File: config.mk
export PLATFORM = sky130hd
export DESIGN_NAME = base64_stream_decoder_core
export DESIGN_NICKNAME = d
export VERILOG_FILES = /design/src/rtl/core/b64d_pkg.sv /design/src/rtl/core/b64d_group.sv /design/src/rtl/core/b64d_outbuf.sv /design/src/rtl/core/base64_stream_decoder_core.sv
export SDC_FILE = /design/constraint.sdc
export NUM_CORES = 1
export LEC_CHECK = 0
export BUFFER_PORTS_ARGS = -buffer_cell sky130_fd_sc_hd__buf_2
export CAP_MARGIN = 20
export CORE_ASPECT_RATIO = 1.75
export CORE_UTILIZATION = 48
export DETAILED_ROUTE_END_ITERATION = 16
export PLACE_DENSITY_LB_ADDON = 0.12
export SYNTH_ARGS = -nofsm -noshare
export SYNTH_HDL_FRONTEND = slang
export SYNTH_SLANG_ARGS = --single-unit
File: constraint.sdc
create_clock -name clk_i -period 3.1 [get_ports clk_i]
set_input_delay 0.155 -clock clk_i [delete_from_list [all_inputs] [get_ports clk_i]]
set_output_delay 0.155 -clock clk_i [all_outputs]
set_load 0.005 [all_outputs]
File: src/rtl/core/b64d_pkg.sv
// ----------------------------------------------------------------------------
// b64d_pkg
// Shared types, constants and the character classifier for the base64
// stream decoder.
// ----------------------------------------------------------------------------
package b64d_pkg;

  // Result status codes, carried on the output tuser
  typedef enum logic [1:0] {
    ST_DATA  = 2'd0,
    ST_ERROR = 2'd1,
    ST_END   = 2'd2
  } status_e;

  // Input action codes, carried on the input tuser
  localparam logic ACT_CHAR = 1'b0;
  localparam logic ACT_END  = 1'b1;

  // Configuration register indexes
  localparam logic REG_URL_SAFE       = 1'b0;
  localparam logic REG_ALLOW_TRUNCATE = 1'b1;

  // Special characters
  localparam logic [7:0] CHAR_PAD        = 8'h3D; // '='
  localparam logic [7:0] CHAR_PLUS       = 8'h2B; // '+'
  localparam logic [7:0] CHAR_SLASH      = 8'h2F; // '/'
  localparam logic [7:0] CHAR_MINUS      = 8'h2D; // '-'
  localparam logic [7:0] CHAR_UNDERSCORE = 8'h5F; // '_'

  localparam int unsigned MaxResults = 3;

  typedef struct packed {
    logic       bad;
    logic       pad;
    logic [5:0] val;
  } class_t;

  // One decoded item: how many results, their kind, and the data bytes
  typedef struct packed {
    logic [1:0]                      count;
    status_e                         kind;
    logic [MaxResults-1:0][7:0]      bytes;
  } group_t;

  function automatic class_t classify(input logic [7:0] c, input logic url_safe);
    class_t r;
    r.bad = 1'b0;
    r.pad = 1'b0;
    r.val = 6'd0;
    if (c >= 8'h41 && c <= 8'h5A) begin
      r.val = 6'(c - 8'h41);
    end else if (c >= 8'h61 && c <= 8'h7A) begin
      r.val = 6'(c - 8'h61 + 8'd26);
    end else if (c >= 8'h30 && c <= 8'h39) begin
      r.val = 6'(c - 8'h30 + 8'd52);
    end else if (c == CHAR_PAD) begin
      r.pad = 1'b1;
    end else if (url_safe && c == CHAR_MINUS) begin
      r.val = 6'd62;
    end else if (url_safe && c == CHAR_UNDERSCORE) begin
      r.val = 6'd63;
    end else if (!url_safe && c == CHAR_PLUS) begin
      r.val = 6'd62;
    end else if (!url_safe && c == CHAR_SLASH) begin
      r.val = 6'd63;
    end else begin
      r.bad = 1'b1;
    end
    return r;
  endfunction

endpackage

File: src/rtl/core/b64d_group.sv
// ----------------------------------------------------------------------------
// b64d_group
// Group state (pending sextets, pad flags, fill count, error latch) and the
// single-pass decode of one registered word into a result group.
// ----------------------------------------------------------------------------
module b64d_group
  import b64d_pkg::*;
(
  input  logic       clk_i,
  input  logic       rst_ni,
  input  logic       advance_i,
  input  logic       action_i,
  input  logic [7:0] char_i,
  input  logic       url_safe_i,
  input  logic       allow_truncate_i,
  output group_t     group_o
);

  logic [2:0][5:0] sextet_q, sextet_d;
  logic [2:0]      pad_q, pad_d;
  logic [1:0]      fill_q, fill_d;
  logic            err_q, err_d;

  class_t          cls;
  logic [5:0]      s4;

  assign cls = classify(char_i, url_safe_i);
  assign s4  = cls.pad ? 6'd0 : cls.val;

  always_comb begin
    group_o       = '0;
    group_o.kind  = ST_DATA;
    sextet_d      = sextet_q;
    pad_d         = pad_q;
    fill_d        = fill_q;
    err_d         = err_q;
    if (action_i == ACT_END) begin
      group_o.count = 2'd1;
      fill_d        = 2'd0;
      err_d         = 1'b0;
      if (err_q) begin
        group_o.kind = ST_ERROR;
      end else if (fill_q == 2'd0) begin
        group_o.kind = ST_END;
      end else if (!allow_truncate_i || fill_q == 2'd1) begin
        group_o.kind = ST_ERROR;
      end else if (fill_q == 2'd2) begin
        group_o.bytes[0] = {sextet_q[0], sextet_q[1][5:4]};
      end else begin
        group_o.count    = pad_q[2] ? 2'd1 : 2'd2;
        group_o.bytes[0] = {sextet_q[0], sextet_q[1][5:4]};
        group_o.bytes[1] = {sextet_q[1][3:0], sextet_q[2][5:2]};
      end
    end else if (!err_q) begin
      if (cls.bad || (cls.pad && fill_q < 2'd2) || (fill_q == 2'd3 && pad_q[2] && !cls.pad))
      begin
        group_o.count = 2'd1;
        group_o.kind  = ST_ERROR;
        err_d         = 1'b1;
        fill_d        = 2'd0;
      end else if (fill_q < 2'd3) begin
        sextet_d[fill_q] = s4;
        pad_d[fill_q]    = cls.pad;
        fill_d           = fill_q + 2'd1;
      end else begin
        fill_d           = 2'd0;
        group_o.count    = 2'(2'd3 - {1'b0, pad_q[2]} - {1'b0, cls.pad});
        group_o.bytes[0] = {sextet_q[0], sextet_q[1][5:4]};
        group_o.bytes[1] = {sextet_q[1][3:0], sextet_q[2][5:2]};
        group_o.bytes[2] = {sextet_q[2][1:0], s4};
      end
    end
  end

  always_ff @(posedge clk_i or negedge rst_ni) begin
    if (!rst_ni) begin
      fill_q <= 2'd0;
      err_q  <= 1'b0;
    end else if (advance_i) begin
      fill_q <= fill_d;
      err_q  <= err_d;
    end
  end

  always_ff @(posedge clk_i) begin
    if (advance_i) begin
      sextet_q <= sextet_d;
      pad_q    <= pad_d;
    end
  end

endmodule

File: src/rtl/core/b64d_outbuf.sv
// ----------------------------------------------------------------------------
// b64d_outbuf
// Result register: holds one result group and hands its words out one per
// handshake, marking the final one with tlast.
// ----------------------------------------------------------------------------
module b64d_outbuf
  import b64d_pkg::*;
(
  input  logic       clk_i,
  input  logic       rst_ni,
  input  logic       load_i,
  input  group_t     group_i,
  output logic       free_o,
  output logic       m_axis_tvalid,
  input  logic       m_axis_tready,
  output logic [7:0] m_axis_tdata,   // out_byte[7:0]
  output logic [1:0] m_axis_tuser,   // status[1:0]
  output logic       m_axis_tlast
);

  logic [MaxResults-1:0][7:0] bytes_q;
  status_e                    kind_q;
  logic [1:0]                 rem_q;
  logic [1:0]                 idx_q;
  logic                       pop;
  logic [7:0]                 sel_byte;

  assign pop           = m_axis_tvalid && m_axis_tready;
  // Free when empty, or when the last word leaves this cycle
  assign free_o        = (rem_q == 2'd0) || (rem_q == 2'd1 && m_axis_tready);
  assign m_axis_tvalid = rem_q != 2'd0;
  assign m_axis_tlast  = rem_q == 2'd1;
  assign m_axis_tuser  = kind_q;

  always_comb begin
    case (idx_q)
      2'd0:    sel_byte = bytes_q[0];
      2'd1:    sel_byte = bytes_q[1];
      default: sel_byte = bytes_q[2];
    endcase
  end

  assign m_axis_tdata = (kind_q == ST_DATA) ? sel_byte : 8'd0;

  always_ff @(posedge clk_i or negedge rst_ni) begin
    if (!rst_ni) begin
      rem_q  <= 2'd0;
      idx_q  <= 2'd0;
      kind_q <= ST_DATA;
    end else if (load_i) begin
      rem_q  <= group_i.count;
      idx_q  <= 2'd0;
      kind_q <= group_i.kind;
    end else if (pop) begin
      rem_q <= rem_q - 2'd1;
      idx_q <= idx_q + 2'd1;
    end
  end

  always_ff @(posedge clk_i) begin
    if (load_i) begin
      bytes_q <= group_i.bytes;
    end
  end

endmodule

File: src/rtl/core/base64_stream_decoder_core.sv
// ----------------------------------------------------------------------------
// base64_stream_decoder_core
// Base64 decoder, one character per input word, standard or URL-safe alphabet.
// ----------------------------------------------------------------------------
// Feed one character per input word (tuser low), or an end-of-stream word
// (tuser high). Every fourth character yields one to three data bytes
// (status 0), fewer where the group ends in '=' padding. A bad character,
// early padding or a lone third pad yields a single error word (status 1),
// after which characters are dropped until end of stream. End of stream
// yields the bytes of a truncated group (when allow_truncate is set), an
// error word, or an end marker (status 2) when nothing is pending, and then
// returns the block to its reset state. The final word caused by each input
// word carries tlast. The block takes one word per cycle unless the result
// register is busy: a word waits in the input register, is decoded in one
// pass, and its results drain at one word per cycle while m_axis_tready is
// high, so groups of four sustain one character per clock. Program url_safe
// (address 0x0) and allow_truncate (address 0x4) only while the block idles.
// ----------------------------------------------------------------------------
module base64_stream_decoder_core
  import b64d_pkg::*;
(
  input  logic        clk_i,
  input  logic        rst_ni,
  // Input stream
  input  logic        s_axis_tvalid,
  output logic        s_axis_tready,
  input  logic [7:0]  s_axis_tdata,   // char_byte[7:0]
  input  logic        s_axis_tuser,   // action
  // Output stream
  output logic        m_axis_tvalid,
  input  logic        m_axis_tready,
  output logic [7:0]  m_axis_tdata,   // out_byte[7:0]
  output logic [1:0]  m_axis_tuser,   // status[1:0]
  output logic        m_axis_tlast,
  // Configuration port
  input  logic        psel,
  input  logic        penable,
  input  logic        pwrite,
  input  logic [2:0]  paddr,
  input  logic [31:0] pwdata,
  output logic [31:0] prdata,
  output logic        pready
);

  logic       url_safe_q, url_safe_d;
  logic       allow_truncate_q, allow_truncate_d;
  logic       in_valid_q, in_valid_d;
  logic       in_action_q;
  logic [7:0] in_char_q;
  logic       s_accept;
  logic       take;
  logic       buf_free;
  group_t     group;
  logic       cfg_write;

  // Configuration registers
  assign pready    = 1'b1;
  assign cfg_write = psel && penable && pwrite && pready;

  always_comb begin
    url_safe_d       = url_safe_q;
    allow_truncate_d = allow_truncate_q;
    if (cfg_write) begin
      unique case (paddr[2])
        REG_URL_SAFE:       url_safe_d       = pwdata[0];
        REG_ALLOW_TRUNCATE: allow_truncate_d = pwdata[0];
        default:            url_safe_d       = url_safe_q;
      endcase
    end
  end

  always_comb begin
    prdata = 32'd0;
    unique case (paddr[2])
      REG_URL_SAFE:       prdata[0] = url_safe_q;
      REG_ALLOW_TRUNCATE: prdata[0] = allow_truncate_q;
      default:            prdata[0] = 1'b0;
    endcase
  end

  // Input register: advance when the held word can be decoded this cycle.
  // A word with no results never waits; one with results waits for the
  // result register to be free (empty, or its last word leaving).
  assign take          = in_valid_q && (group.count == 2'd0 || buf_free);
  assign s_axis_tready = !in_valid_q || take;
  assign s_accept      = s_axis_tvalid && s_axis_tready;

  always_comb begin
    in_valid_d = in_valid_q;
    if (s_accept) begin
      in_valid_d = 1'b1;
    end else if (take) begin
      in_valid_d = 1'b0;
    end
  end

  always_ff @(posedge clk_i or negedge rst_ni) begin
    if (!rst_ni) begin
      url_safe_q       <= 1'b0;
      allow_truncate_q <= 1'b0;
      in_valid_q       <= 1'b0;
    end else begin
      url_safe_q       <= url_safe_d;
      allow_truncate_q <= allow_truncate_d;
      in_valid_q       <= in_valid_d;
    end
  end

  always_ff @(posedge clk_i) begin
    if (s_accept) begin
      in_action_q <= s_axis_tuser;
      in_char_q   <= s_axis_tdata;
    end
  end

  b64d_group u_group (
    .clk_i            (clk_i),
    .rst_ni           (rst_ni),
    .advance_i        (take),
    .action_i         (in_action_q),
    .char_i           (in_char_q),
    .url_safe_i       (url_safe_q),
    .allow_truncate_i (allow_truncate_q),
    .group_o          (group)
  );

  // Load the result register only for words that produce results
  b64d_outbuf u_outbuf (
    .clk_i         (clk_i),
    .rst_ni        (rst_ni),
    .load_i        (take && group.count != 2'd0),
    .group_i       (group),
    .free_o        (buf_free),
    .m_axis_tvalid (m_axis_tvalid),
    .m_axis_tready (m_axis_tready),
    .m_axis_tdata  (m_axis_tdata),
    .m_axis_tuser  (m_axis_tuser),
    .m_axis_tlast  (m_axis_tlast)
  );

endmodule

Yosys cells after proc, flatten, opt, wreduce, memory -nomap -nowiden

Cells that the tools add are included.

Magnitude comparators: 10
Reduce and logical (&&, ||, !) cells: 42
Bitwise logic cells: 4
Add/sub/neg operators: 10
Equal/unequal tests: 11
Mux-type cells: 60

Operators with widths:

| operator            | count |
|---|---|
| $mux 16             | 4 |
| $mux 6              | 10 |
| $mux 24             | 2 |
| $mux 2              | 20 |
| $eq 8x6->1 const B  | 4 |
| $mux 28             | 1 |
| $bwmux 18           | 1 |
| $logic_and 1x1->1   | 18 |
| $ge 8x7->1 const B  | 2 |
| $le 8x7->1 const B  | 2 |
| $mux 8              | 2 |
| $pmux 8 s2          | 1 |
| $mux 1              | 14 |
| $demux 6 s2         | 1 |
| $sub 6x6->6 const B | 2 |
| $logic_not 2->1     | 5 |
| $eq 8x7->1 const B  | 1 |
| $ge 8x6->1 const B  | 1 |
| $le 8x6->1 const B  | 1 |
| $reduce_bool 2->1   | 4 |
| $add 6x5->6 const B | 1 |
| $add 6x6->6 const B | 1 |
| $eq 2x1->1 const B  | 3 |
| $logic_or 1x1->1    | 6 |
| 19 further kinds    | 30 |

Bits of input ports: 51
Bits in registers: 66
Output and inout port bits: 46
Word-level logic and storage cells: 154

Depth between registers and ports, before layout

Gate-level depths: netlist (run 1).

Depth after elaboration: 22
Gate-level depth with buffers: 11

Hierarchy

A second synthesis (run 1) with hierarchy kept.

Cells, all modules: 337
Area, all modules: 3787.4 um2

Modules (own cells, without submodules):

| module                     | cells each | area an instance (um2) | sequential area each (um2) | times used |
|---|---|---|---|---|
| b64d_group                 | 194        | 1888.1                 | 645.6                      | 1 |
| b64d_outbuf                | 86         | 1212.4                 | 870.8                      | 1 |
| base64_stream_decoder_core | 57         | 686.9                  | 345.3                      | 1 |

Least setup slack after synthesis (run 1)

Ideal clock, no wire load.

Kind: register -> register
Start: reg in_char_q[2]
End: reg u_outbuf.kind_q[0] (netlist: u_outbuf.m_axis_tuser[0])
Buffers on the path: 3
Period minus slack after synthesis: 2.992 ns
Arrival: 2.867 ns
Data required time: 2.975 ns
Slack: 0.108 ns
Cell stages (with the launch flop): 12
Cell sequence: edfxtp_1 -> buf_2 -> inv_1 -> ha_1 -> buf_6 -> o21ai_1 -> o211ai_1 -> a31o_1 -> a311o_2 -> buf_6 -> a21oi_4 -> mux2_4

Longest elaborated chain between the ends: 19
Elaborated cells between the ends (all ways): 43
Those cells by class: add/sub (1); order compare (6); eq/ne (5); mux (14); reduce/logical (17)

RTL lines:

| element                   | line                              | source |
|---|---|---|
| start, declared           | base64_stream_decoder_core.sv:49  | `logic [7:0] in_char_q;` |
| start signal, assigned    | base64_stream_decoder_core.sv:112 | `in_char_q <= s_axis_tdata;` |
| $eq 8x6->1                | b64d_pkg.sv:64                    | `end else if (!url_safe && c == CHAR_SLASH) begin` |
| $logic_and 1x1->1         | b64d_pkg.sv:64                    |  |
| $mux 1                    | b64d_pkg.sv:64                    |  |
| $mux 1                    | b64d_pkg.sv:62                    | `end else if (!url_safe && c == CHAR_PLUS) begin` |
| $mux 1                    | b64d_pkg.sv:60                    | `end else if (url_safe && c == CHAR_UNDERSCORE) begin` |
| $mux 1                    | b64d_pkg.sv:58                    | `end else if (url_safe && c == CHAR_MINUS) begin` |
| $mux 1                    | b64d_pkg.sv:56                    | `end else if (c == CHAR_PAD) begin` |
| $mux 2                    | b64d_pkg.sv:54                    | `end else if (c >= 8'h30 && c <= 8'h39) begin` |
| [... 4 more ...]          | -                                 |  |
| $mux 2 (*)                | b64d_group.sv:55                  | `if (cls.bad \|\| (cls.pad && fill_q < 2'd2) \|\| (fill_q == 2'd3 && pad_q[2] && !cls.pad))` |
| $mux 28 (*)               | b64d_group.sv:54                  | `end else if (!err_q) begin` |
| $mux 4 (*)                | b64d_group.sv:37                  | `if (action_i == ACT_END) begin` |
| $logic_not 2->1           | base64_stream_decoder_core.sv:84  | `assign take = in_valid_q && (group.count == 2'd0 \|\| buf_free);` |
| $logic_or 1x1->1          | base64_stream_decoder_core.sv:84  |  |
| $logic_and 1x1->1         | base64_stream_decoder_core.sv:84  |  |
| $logic_and 1x1->1 (*)     | base64_stream_decoder_core.sv:131 | `.load_i (take && group.count != 2'd0),` |
| named net u_outbuf.load_i | b64d_outbuf.sv:11                 | `input logic load_i,` |
| end signal, assigned      | b64d_outbuf.sv:53                 | `kind_q <= group_i.kind;` |
| end, declared             | b64d_outbuf.sv:22                 | `status_e kind_q;` |

Mark *: on every way through the listed nets, which the timed path passes.
A chain may end at the register's enable or synchronous reset.

Worst setup path after layout (run 1)

Start: reg in_char_q[0]
End: out s_axis_tready

Longest elaborated chain between the ends: 19
Elaborated cells between the ends (all ways): 41
Those cells by class: add/sub (1); order compare (6); eq/ne (5); mux (13); reduce/logical (16)

RTL lines:

| element                                                             | line                             | source |
|---|---|---|
| $eq 8x6->1                                                          | b64d_pkg.sv:64                   |  |
| $logic_and 1x1->1                                                   | b64d_pkg.sv:64                   |  |
| $mux 1                                                              | b64d_pkg.sv:64                   |  |
| $mux 1                                                              | b64d_pkg.sv:62                   |  |
| $mux 1                                                              | b64d_pkg.sv:60                   |  |
| $mux 1                                                              | b64d_pkg.sv:58                   |  |
| $mux 1                                                              | b64d_pkg.sv:56                   |  |
| $mux 2                                                              | b64d_pkg.sv:54                   |  |
| [... 2 more ...]                                                    | -                                |  |
| parallel branches: the longest is 2 deep, another holds $sub 2x1->2 | -                                |  |
| $mux 2 (*)                                                          | b64d_group.sv:55                 |  |
| $mux 28 (*)                                                         | b64d_group.sv:54                 |  |
| $mux 4 (*)                                                          | b64d_group.sv:37                 |  |
| $logic_not 2->1 (*)                                                 | base64_stream_decoder_core.sv:84 |  |
| $logic_or 1x1->1 (*)                                                | base64_stream_decoder_core.sv:84 |  |
| $logic_and 1x1->1 (*)                                               | base64_stream_decoder_core.sv:84 |  |
| $logic_or 1x1->1 (*)                                                | base64_stream_decoder_core.sv:85 | `assign s_axis_tready = !in_valid_q \|\| take;` |
| end, declared                                                       | base64_stream_decoder_core.sv:26 | `output logic s_axis_tready,` |

Mark *: on every way between the ends.

==> impl_metrics.yaml, run 1 <==
sta:
  clock_skew_ps: 5.817
  finalSetupViolCount: 0
  finalHoldViolCount: 0
  fin_setup_tns_ps: 0
  rsz0062_at_grt: "false"
  max_slew_margin: 0.5928
  worst_slack_ps: 109.4
  tightest_slew_ps: 602.3
  drv_slew: 0
  fin_crit_ps: 2991
  clock.fmax_ghz: 0.3344
  holdWs_ps: 13.98
  post-route-period-util: 0.9647
cts:
  cts_buffers: 9
  clock_latency_ps: 320
  cts_tree: "done"
  clkTransAtPathRegs_ps: 50
  clock-root-buffer: "clkbuf_16"
  cts_sinks: 64
  cts.path.max_buffers: 2
  cts.htree.levels: 3
power:
  ir_drop_uv: 485.4
  p_leak_nw: 1.752
  power.density_mw_per_mm2: 781.1
yosys:
  synth-edff-count: 52
  syn_area_per_cell_um2: 10.97
  ys_types: 65
  ys.flop_type: "edfxtp_1"
  synth_cells: 349
  yosys-top-cells-count: "edfxtp_1 (52), buf_4 (33), nand2_1 (27), nor2b_1 (23), ha_1 (19)"
  ys_ff_latch: 64
  synth.largest_area_cell: "edfxtp_1"
  synth_top_area_share: 0.4080
  yosys.cell_count.top_type: "edfxtp_1"
  synth.area.top_cells: "edfxtp_1 (41%), dfrtp_1 (7.8%), buf_4 (6.5%)"
  syn_area_mm2: 0.003827
  yosys_warnings: 0
  synth.yosys.seq_area_share: 0.4864
  synthArstFlopShare: 0.1875
critical_path:
  end_kind: "primary output"
  critical_path_peak_fanout: 8
  setup.worst_path.class: "register to primary output"
  crit_arrival_ps: 2840
  cp-start-kind: "register"
  crit_required_ps: 2940
placement:
  numPortBuffers: 31
  dpl.hpwl_um: 5545
  place_congestion: 0.8959
  place_ws_ps: 188.4
routing:
  ant_nets: 0
  drt-wirelength-per-cell_um: 14.97
  drc_errors: 0
  viasPerCell: 5.368
  vias: 2609
  drtIter0Drc: 134
  routed_wl_um: 7277
  drt_first_pass_iters: 4
status:
  outcome: "completed"
grt:
  grt_max_degree: 27
  antenna_found_initial: 0
  grt_overflow_total: 0
  groute.usage.overall: 0.1930
  grt_pass1_wl_um: 12320
  grt_pass1_vias: 2676
floorplanning:
  num_rows: 42
  fp.dieW_um: 69.50
  start_util: 0.5023
  core-area_mm2: 0.007620
  die_y_um: 120.1
  dieArea_mm2: 0.008349
  num_io_pins: 97
final_layout:
  drive_above_1_share: 0.1809
  nets: 464
  finish.utilization: 0.5719
  fillers: 654
  layout-area-overhead-vs-synth_pct: 13.86
  num_antenna_cells: 0
hold_path:
  holdCritPathClass: "primary input to register"
job:
  drv_cap: 0
## critical path: stages (launching register included)
cell      delay [ps]
edfxtp_1         510
inv_1            140
ha_1             290
and2b_1          230
o211ai_1          90
a31o_1           300
a311o_2          450
a21oi_4          150
buf_4            140
nand3_1           70
buf_2            140
## cells by family after synthesis
group           Yosys count  share of synthesized area
simple gates            111                     0.1615
compound gates           80                     0.1625
flops                    64                     0.4864
buf+inv                  64                     0.1023
fa+ha+maj                19                    0.06211
xor+xnor                  6                    0.01373
mux                       3                   0.009479
other cells               2                   0.001962
## worst paths after layout
| check | to | depth (start not counted) | slack [ps] | from |
|---|---|---|---|---|
| hold / removal | in_char_q[6] | 1 | 10 | s_axis_tdata[6] |
| setup / recovery | s_axis_tready | 10 | 110 | in_char_q[0] |
| min in group asynchronous | u_group.err_q | 2 | 240 | rst_ni |
| setup reg to reg | u_outbuf.bytes_q[19] | 9 | 170 | in_char_q[0] |
| max in group asynchronous | url_safe_q | 2 | 2640 | rst_ni |
| hold reg to reg | u_outbuf.bytes_q[11] | 1 | 530 | u_group.sextet_q[17] |
## cells in the final DEF (no fill, tap or decap), types with 11 or more instances in the layout
| master | synthesis | final |
|---|---|---|
| a21oi_1 | 18 | 18 |
| buf_2 | 4 | 31 |
| buf_4 | 33 | 11 |
| conb_1 | 2 | 32 |
| dfrtp_1 | 12 | 12 |
| edfxtp_1 | 52 | 52 |
| ha_1 | 19 | 18 |
| inv_1 | 18 | 18 |
| nand2_1 | 27 | 27 |
| nor2_1 | 15 | 15 |
| nor2b_1 | 23 | 23 |
## cell type report
cell class                      instances  area, µm²  share of cell area
Tap cell                               88      110.1             0.02527
Clock inverter                          5      72.57             0.01665
Multi-Input combinational cell        251       1689              0.3876
Timing Repair Buffer                   50      327.8             0.07522
Inverter                               18      67.56             0.01550
Clock buffer                           10      229.0             0.05254
Sequential cell                        64       1862              0.4272
## through the flow
stage,area (µm²),total power [mW],instances
detailed placement,3961,2.394,461
global route,4358,3.621,486
finish,4358,3.404,486
CTS,4358,3.445,486
global placement,3961,2.368,461
floorplan,3940,2.079,379
## per-layer routing
layer	up-vias	wire length [µm]	global-route usage
met1	1211	2606	0.1823
met2	85	4179	0.3701
met5	-	0	0
met4	0	249	0.1250
met3	19	241	0.03359
li1	1294	-	-
## sequential cells by signal, summed over array words and instances (netlist names)
signal / count
u_outbuf.bytes_q: 24
u_group.sextet_q: 18
in_char_q: 8
u_group.fill_q: 2
u_outbuf.idx_q: 2
u_outbuf.m_axis_tuser: 2
u_outbuf.rem_q: 2
allow_truncate_q: 1
in_action_q: 1
in_valid_q: 1
u_group.err_q: 1
u_group.pad_q: 1
url_safe_q: 1
## where the power goes
| group | switching [mW] | leakage, nW | internal (mW) |
|---|---|---|---|
| Combinational | 0.632 | 0.968 | 0.472 |
| Clock | 0.322 | 0.147 | 0.690 |
| Sequential | 0.132 | 0.637 | 1.16 |
| Total | 1.09 | 1.75 | 2.32 |
## what timing repair did
action | in CTS | in global routing
setup buffers | 3 | 0
endpoints found under the hold margin | 18 | 0
hold buffers | 7 | 0
resized for setup | 1 | 0
setup endpoints to repair | 1 | 0
Note: power is estimated with default switching activity, not from simulation.
==> run 2, diff against run 1 <==
--- a/config.mk
+++ b/config.mk
@@ -5,10 +5,11 @@
 export SDC_FILE = /design/constraint.sdc
 export NUM_CORES = 1
 export LEC_CHECK = 0
+export ABC_AREA = 1
 export BUFFER_PORTS_ARGS = -buffer_cell sky130_fd_sc_hd__buf_2
 export CAP_MARGIN = 20
 export CORE_ASPECT_RATIO = 1.75
-export CORE_UTILIZATION = 48
+export CORE_UTILIZATION = 49
 export DETAILED_ROUTE_END_ITERATION = 16
 export PLACE_DENSITY_LB_ADDON = 0.12
 export SYNTH_ARGS = -nofsm -noshare
==> impl_metrics.yaml, run 2 <==
final_layout:
  final_cell_area_mm2: 0.004524
  largest_reg_flops: 24
  final_cell_mix: "nand2_1 (81), inv_1 (67), edfxtp_1 (52)"
  final_common_cell: "nand2_1"
  top_register: "u_outbuf.bytes_q"
  nets: 560
  drive_above_1_share: 0.2061
  num_antenna_cells: 0
  finish.utilization: 0.5938
  layout-area-overhead-vs-synth_pct: 16.23
  reg_top3: "u_outbuf.bytes_q x24, u_group.sextet_q x18, in_char_q x8"
grt:
  grt_overflow_total: 0
  antenna_found_initial: 0
  grt_max_degree: 29
  groute.usage.overall: 0.1883
  grt_pass1_wl_um: 12070
  grt_pass1_vias: 2651
placement:
  place_area_mm2: 0.004084
  place_congestion: 0.9128
  numPortBuffers: 31
  place_ws_ps: 92.39
  dpl.hpwl_um: 5434
routing:
  viasPerCell: 4.767
  ant_nets: 0
  drc_errors: 0
  drt_first_pass_iters: 4
  routed_wl_um: 7131
  vias: 2779
  drtIter0Drc: 115
  drt-wirelength-per-cell_um: 12.23
yosys:
  syn_area_per_cell_um2: 9.031
  synth.largest_area_cell: "edfxtp_1"
  yosys_warnings: 0
  synth_top_area_share: 0.4012
  synth.yosys.seq_area_share: 0.4783
  yosys.cell_count.top_type: "nand2_1"
  yosys-top-cells-count: "nand2_1 (81), inv_1 (68), edfxtp_1 (52), nor2_1 (44), buf_4 (32)"
  ys.flop_type: "edfxtp_1"
  ys_ff_latch: 64
  synth-edff-count: 52
  ys_types: 38
  synth.area.top_cells: "edfxtp_1 (40%), nand2_1 (7.8%), dfrtp_1 (7.7%)"
  synthArstFlopShare: 0.1875
  synth_cells: 431
  syn_area_mm2: 0.003892
floorplanning:
  core-area_mm2: 0.007620
  num_rows: 42
  die_y_um: 119.9
  dieArea_mm2: 0.008318
  num_io_pins: 97
  fp.dieW_um: 69.38
  start_util: 0.5108
critical_path:
  critical_path_peak_fanout: 6
  cp_cell_sequence: "inv_2 > ha_2 > inv_1 > nand2_1 > nand2_1 > nand2_1 > inv_1 > nand2_4 > inv_1 > ha_1 > nor2_1 > nor2_1 > nand4_1 > nand2_2 > nand3_4 > nand2_4 > nand3_2 > nor2_2 > buf_6"
  crit_arrival_ps: 2930
  setup.worst_path.class: "register to register"
  worstReg2RegStart: "in_char_q[0]"
  critPathSlowestCell: "edfxtp_1"
  crit_buf_inv: 5
  reg2reg_depth: 19
  end_kind: "register"
  rrSetupSlack_ps: 220
  crit_required_ps: 3140
  cp-start-kind: "register"
  startpoint: "in_char_q[0]"
  crit_family: "simple AND/OR/NAND/NOR gates"
  worstReg2RegEnd: "u_group.sextet_q[2]"
  cpPeakStageDelay_ps: 500
power:
  seqPwrFrac: 0.377
  netSwitchingPower_mw: 1.264
  ir_drop_uv: 387.7
  power.density_mw_per_mm2: 780.0
  pwr-share-clk: 0.277
  p_leak_nw: 2.150
  pwr-share-comb: 0.346
  swShare: 0.3582
  p_int_mw: 2.265
hold_path:
  hold_depth: 3
  holdCritPathClass: "primary input to register"
  hp-start: "s_axis_tvalid"
  hold_end: "in_valid_q"
cts:
  clock_latency_ps: 330
  cts.path.max_buffers: 2
  cts_buffers: 9
  clkTransAtPathRegs_ps: 50
  cts.htree.levels: 3
  cts_tree: "done"
  clock-root-buffer: "clkbuf_16"
  cts_sinks: 64
sta:
  max_slew_margin: 0.5423
  worst_slack_ps: 215.5
  tightest_slew_ps: 681.3
  fin_setup_tns_ps: 0
  finalSetupViolCount: 0
  clock.fmax_ghz: 0.3467
  fin_crit_ps: 2885
  drv_slew: 0
  holdWs_ps: 45.42
  finalHoldViolCount: 0
  post-route-period-util: 0.9305
  clock_skew_ps: 4.203
status:
  outcome: "completed"
job:
  drv_cap: 0
-- run 2: cell types whose count changed after synthesis, sizes merged, moves of 9 or more --
cell | before | now
nand3 | 7 | 21
nor2b | 23 | 0
nor2 | 15 | 51
inv | 18 | 79
nand2 | 27 | 93
a22oi | 10 | 1
a21oi | 22 | 10
-- run 2: kinds of logic after synthesis --
kind of cell	synth area share
other	0.001929
buffers and inverters	0.1434
xor gates and xnor gates	0.01575
DFF	0.4783
and+or+nand+nor	0.2343
adders and majority gates	0.06107
AOI/OAI and AO/OA	0.06525
-- run 2: power groups by stage --
stage	logic (mW)	clock network (mW)	registers, mW
floorplan	0.892	0	1.32
global placement	1.18	0	1.34
detailed placement	1.20	0	1.35
CTS	1.22	0.995	1.33
global route	1.42	1.02	1.35
finish	1.22	0.976	1.33
-- run 2: how the worst max path moves through the flow --
stage,end,cells past startpoint
floorplan,u_group.pad_q[2],17
global route,u_group.sextet_q[6],19
detailed placement,u_group.sextet_q[5],19
CTS,u_group.sextet_q[2],19
finish,u_group.sextet_q[2],19
global placement,u_group.sextet_q[15],19
-- run 2: per-stage QoR --
stage / power, mW / instances
after global routing: 3.795 / 583
after floorplan: 2.211 / 461
after detailed placement: 2.549 / 553
after global placement: 2.527 / 553
after CTS: 3.546 / 579
final: 3.529 / 583
-- run 2: worst reg2reg max path, delay by kind of cell, from the launching register on --
kind / cells / cell delay (ps)
AND/OR/NAND/NOR: 12 / 1150
buffers and inverters: 5 / 490
adder cells (fa/ha/maj): 2 / 480
flip-flops: 1 / 500
-- run 2: cell type report --
type                       count  area, µm²
timing repair buffer          53      365.4
inverter                      79      299.0
clock inverter                 7      62.56
sequential                    64       1862
fill                         667       3095
clock buffer                   9      225.2
multi-input combinational    283       1600
tap                           88      110.1
-- run 2: metal layers --
layer	vias to the layer above	GRT usage	routed length (µm)
met5	-	0	0
met4	0	0.08929	142
met3	11	0.03610	245
met2	68	0.3586	4156
met1	1255	0.1921	2587
li1	1445	-	-
-- run 2: repair_timing --
item / CTS / global route
resized for setup: 0 / 8
endpoints found under the setup margin: 0 / 54
hold endpoints to repair: 21 / 0
setup buffers: 0 / 4
hold buffers: 10 / 0
==> run 3, diff against run 2 <==
--- a/config.mk
+++ b/config.mk
@@ -8,10 +8,11 @@
 export ABC_AREA = 1
 export BUFFER_PORTS_ARGS = -buffer_cell sky130_fd_sc_hd__buf_2
 export CAP_MARGIN = 20
-export CORE_ASPECT_RATIO = 1.75
+export CORE_ASPECT_RATIO = 0.5
 export CORE_UTILIZATION = 49
 export DETAILED_ROUTE_END_ITERATION = 16
 export PLACE_DENSITY_LB_ADDON = 0.12
+export RECOVER_POWER = 100
 export SYNTH_ARGS = -nofsm -noshare
 export SYNTH_HDL_FRONTEND = slang
 export SYNTH_SLANG_ARGS = --single-unit
==> impl_metrics.yaml, run 3 (synthesis results as in run 2) <==
final_layout:
  largest_reg_flops: 24
  layout.area.seq_mm2: 0.001862
  top_register: "u_outbuf.bytes_q"
  final_cell_mix: "nand2_1 (84), inv_1 (69), edfxtp_1 (52)"
  nets: 559
  final_common_cell: "nand2_1"
  reg_top3: "u_outbuf.bytes_q x24, u_group.sextet_q x18, in_char_q x8"
  multiInputGateArea_mm2: 0.001565
  fillers: 668
  drive_above_1_share: 0.1599
  num_antenna_cells: 0
  layout-area-overhead-vs-synth_pct: 15.85
sta:
  post-route-period-util: 0.9363
  fin_setup_tns_ps: 0
  drv_slew: 0
  max_slew_margin: 0.5280
  finalSetupViolCount: 0
  rsz0062_at_grt: "false"
  fin_crit_ps: 2903
  finalHoldViolCount: 0
  clock_skew_ps: 4.846
  holdWs_ps: 44.40
  tightest_slew_ps: 708.0
  clock.fmax_ghz: 0.3445
  worst_slack_ps: 197.4
cts:
  cts_tree: "done"
  cts_buffers: 9
  cts_sinks: 64
  cts.htree.levels: 3
  clkTransAtPathRegs_ps: 50
  cts.path.max_buffers: 2
  clock_latency_ps: 330
  clock-root-buffer: "clkbuf_16"
grt:
  grt_max_degree: 29
  grt_pass1_wl_um: 12430
  antenna_found_initial: 0
  grt_overflow_total: 0
  grt_pass1_vias: 2583
  groute.usage.overall: 0.2022
power:
  netSwitchingPower_mw: 1.271
  power_mw: 3.602
  seqPwrFrac: 0.368
  ir_drop_uv: 278.9
  power.density_mw_per_mm2: 798.9
  p_leak_nw: 2.119
  p_int_mw: 2.331
  pwr-share-clk: 0.304
  swShare: 0.3528
  pwr-share-comb: 0.328
placement:
  dpl.hpwl_um: 5429
  place_congestion: 0.8560
  numPortBuffers: 31
  place_ws_ps: 267.9
critical_path:
  crit_end: "in_char_q[0]"
  worstReg2RegStart: "in_char_q[3]"
  critical_path_peak_fanout: 9
  crit_required_ps: 3120
  worstReg2RegEnd: "in_char_q[0]"
  rrSetupSlack_ps: 200
  startpoint: "in_char_q[3]"
  setup.worst_path.class: "register to register"
  end_kind: "register"
  crit_arrival_ps: 2920
  reg2reg_depth: 17
  cp-start-kind: "register"
floorplanning:
  num_rows: 22
  dieArea_mm2: 0.008326
  fp.dieW_um: 128.0
  start_util: 0.5180
  die_y_um: 65.03
  num_io_pins: 97
  core-area_mm2: 0.007515
routing:
  routed_wl_um: 7345
  drt-wirelength-per-cell_um: 12.20
  vias: 2781
  drc_errors: 0
  ant_nets: 0
  drtIter0Drc: 154
  viasPerCell: 4.620
  drt_first_pass_iters: 4
job:
  drv_cap: 0
status:
  outcome: "completed"
hold_path:
  holdCritPathClass: "primary input to register"
==> run 3: worst min path at each step <==
| stage | startpoint | endpoint | slack (ps) | depth (start not counted) |
|---|---|---|---|---|
| global route | s_axis_tvalid | in_valid_q | 60 | 3 |
| floorplan | rst_ni | allow_truncate_q | -140 | 0 |
| finish | s_axis_tvalid | in_valid_q | 40 | 3 |
| global placement | rst_ni | u_outbuf.idx_q[1] | 50 | 1 |
| CTS | s_axis_tvalid | in_valid_q | 40 | 3 |
| detailed placement | rst_ni | u_outbuf.idx_q[1] | 60 | 1 |
==> run 3: repair_timing <==
action	4_1_cts	5_1_grt
buffers inserted	0	0
endpoints found under the hold margin	21	0
hold buffers	10	0
setup endpoints to repair	0	6
resized for setup	0	1
==> run 3: layer usage <==
metal	GRT usage	share of wire
met3	0.05450	0.059
met2	0.2989	0.39
met5	0	0
met4	0.07059	0.015
met1	0.2857	0.53
==> run 3: layout make-up <==
| cell class | instances | area share |
|---|---|---|
| sequential | 64 | 0.4129 |
| multi-input combinational | 283 | 0.3471 |
| timing repair buffer | 52 | 0.07048 |
| inverter | 79 | 0.06632 |
| clock buffer | 10 | 0.05300 |
| tap | 108 | 0.02997 |
| clock inverter | 6 | 0.02026 |
==> run 3: power by group through the flow <==
| stage | registers (mW) | clock network (mW) | logic (mW) |
|---|---|---|---|
| final | 1.33 | 1.09 | 1.18 |
| after global routing | 1.35 | 1.15 | 1.34 |
| after CTS | 1.33 | 1.12 | 1.24 |
| after detailed placement | 1.34 | 0 | 1.23 |
| after global placement | 1.34 | 0 | 1.22 |
| after floorplan | 1.32 | 0 | 0.892 |
==> run 3: metrics by stage <==
stage	util	cell area, µm²	instances
floorplan	-	4005	461
global placement	0.5498	4131	576
detailed placement	0.5498	4131	576
CTS	0.6071	4562	602
global route	0.6001	4509	602
finish	0.6001	4509	602
==> run 3: worst max-delay path, cell delays in order, from the launching register on <==
cell and delay (ps):
edfxtp_1 500, ha_1 310, nand2_1 90, nand2_1 60, nand2_1 90, inv_1 70, nand2_4 90, inv_1 70
ha_1 290, nor2_1 50, nor2_1 80, nand4_1 140, nand2_2 110, nand3_4 110, nand3_1 160, nand2_1 90
inv_1 50, buf_2 220
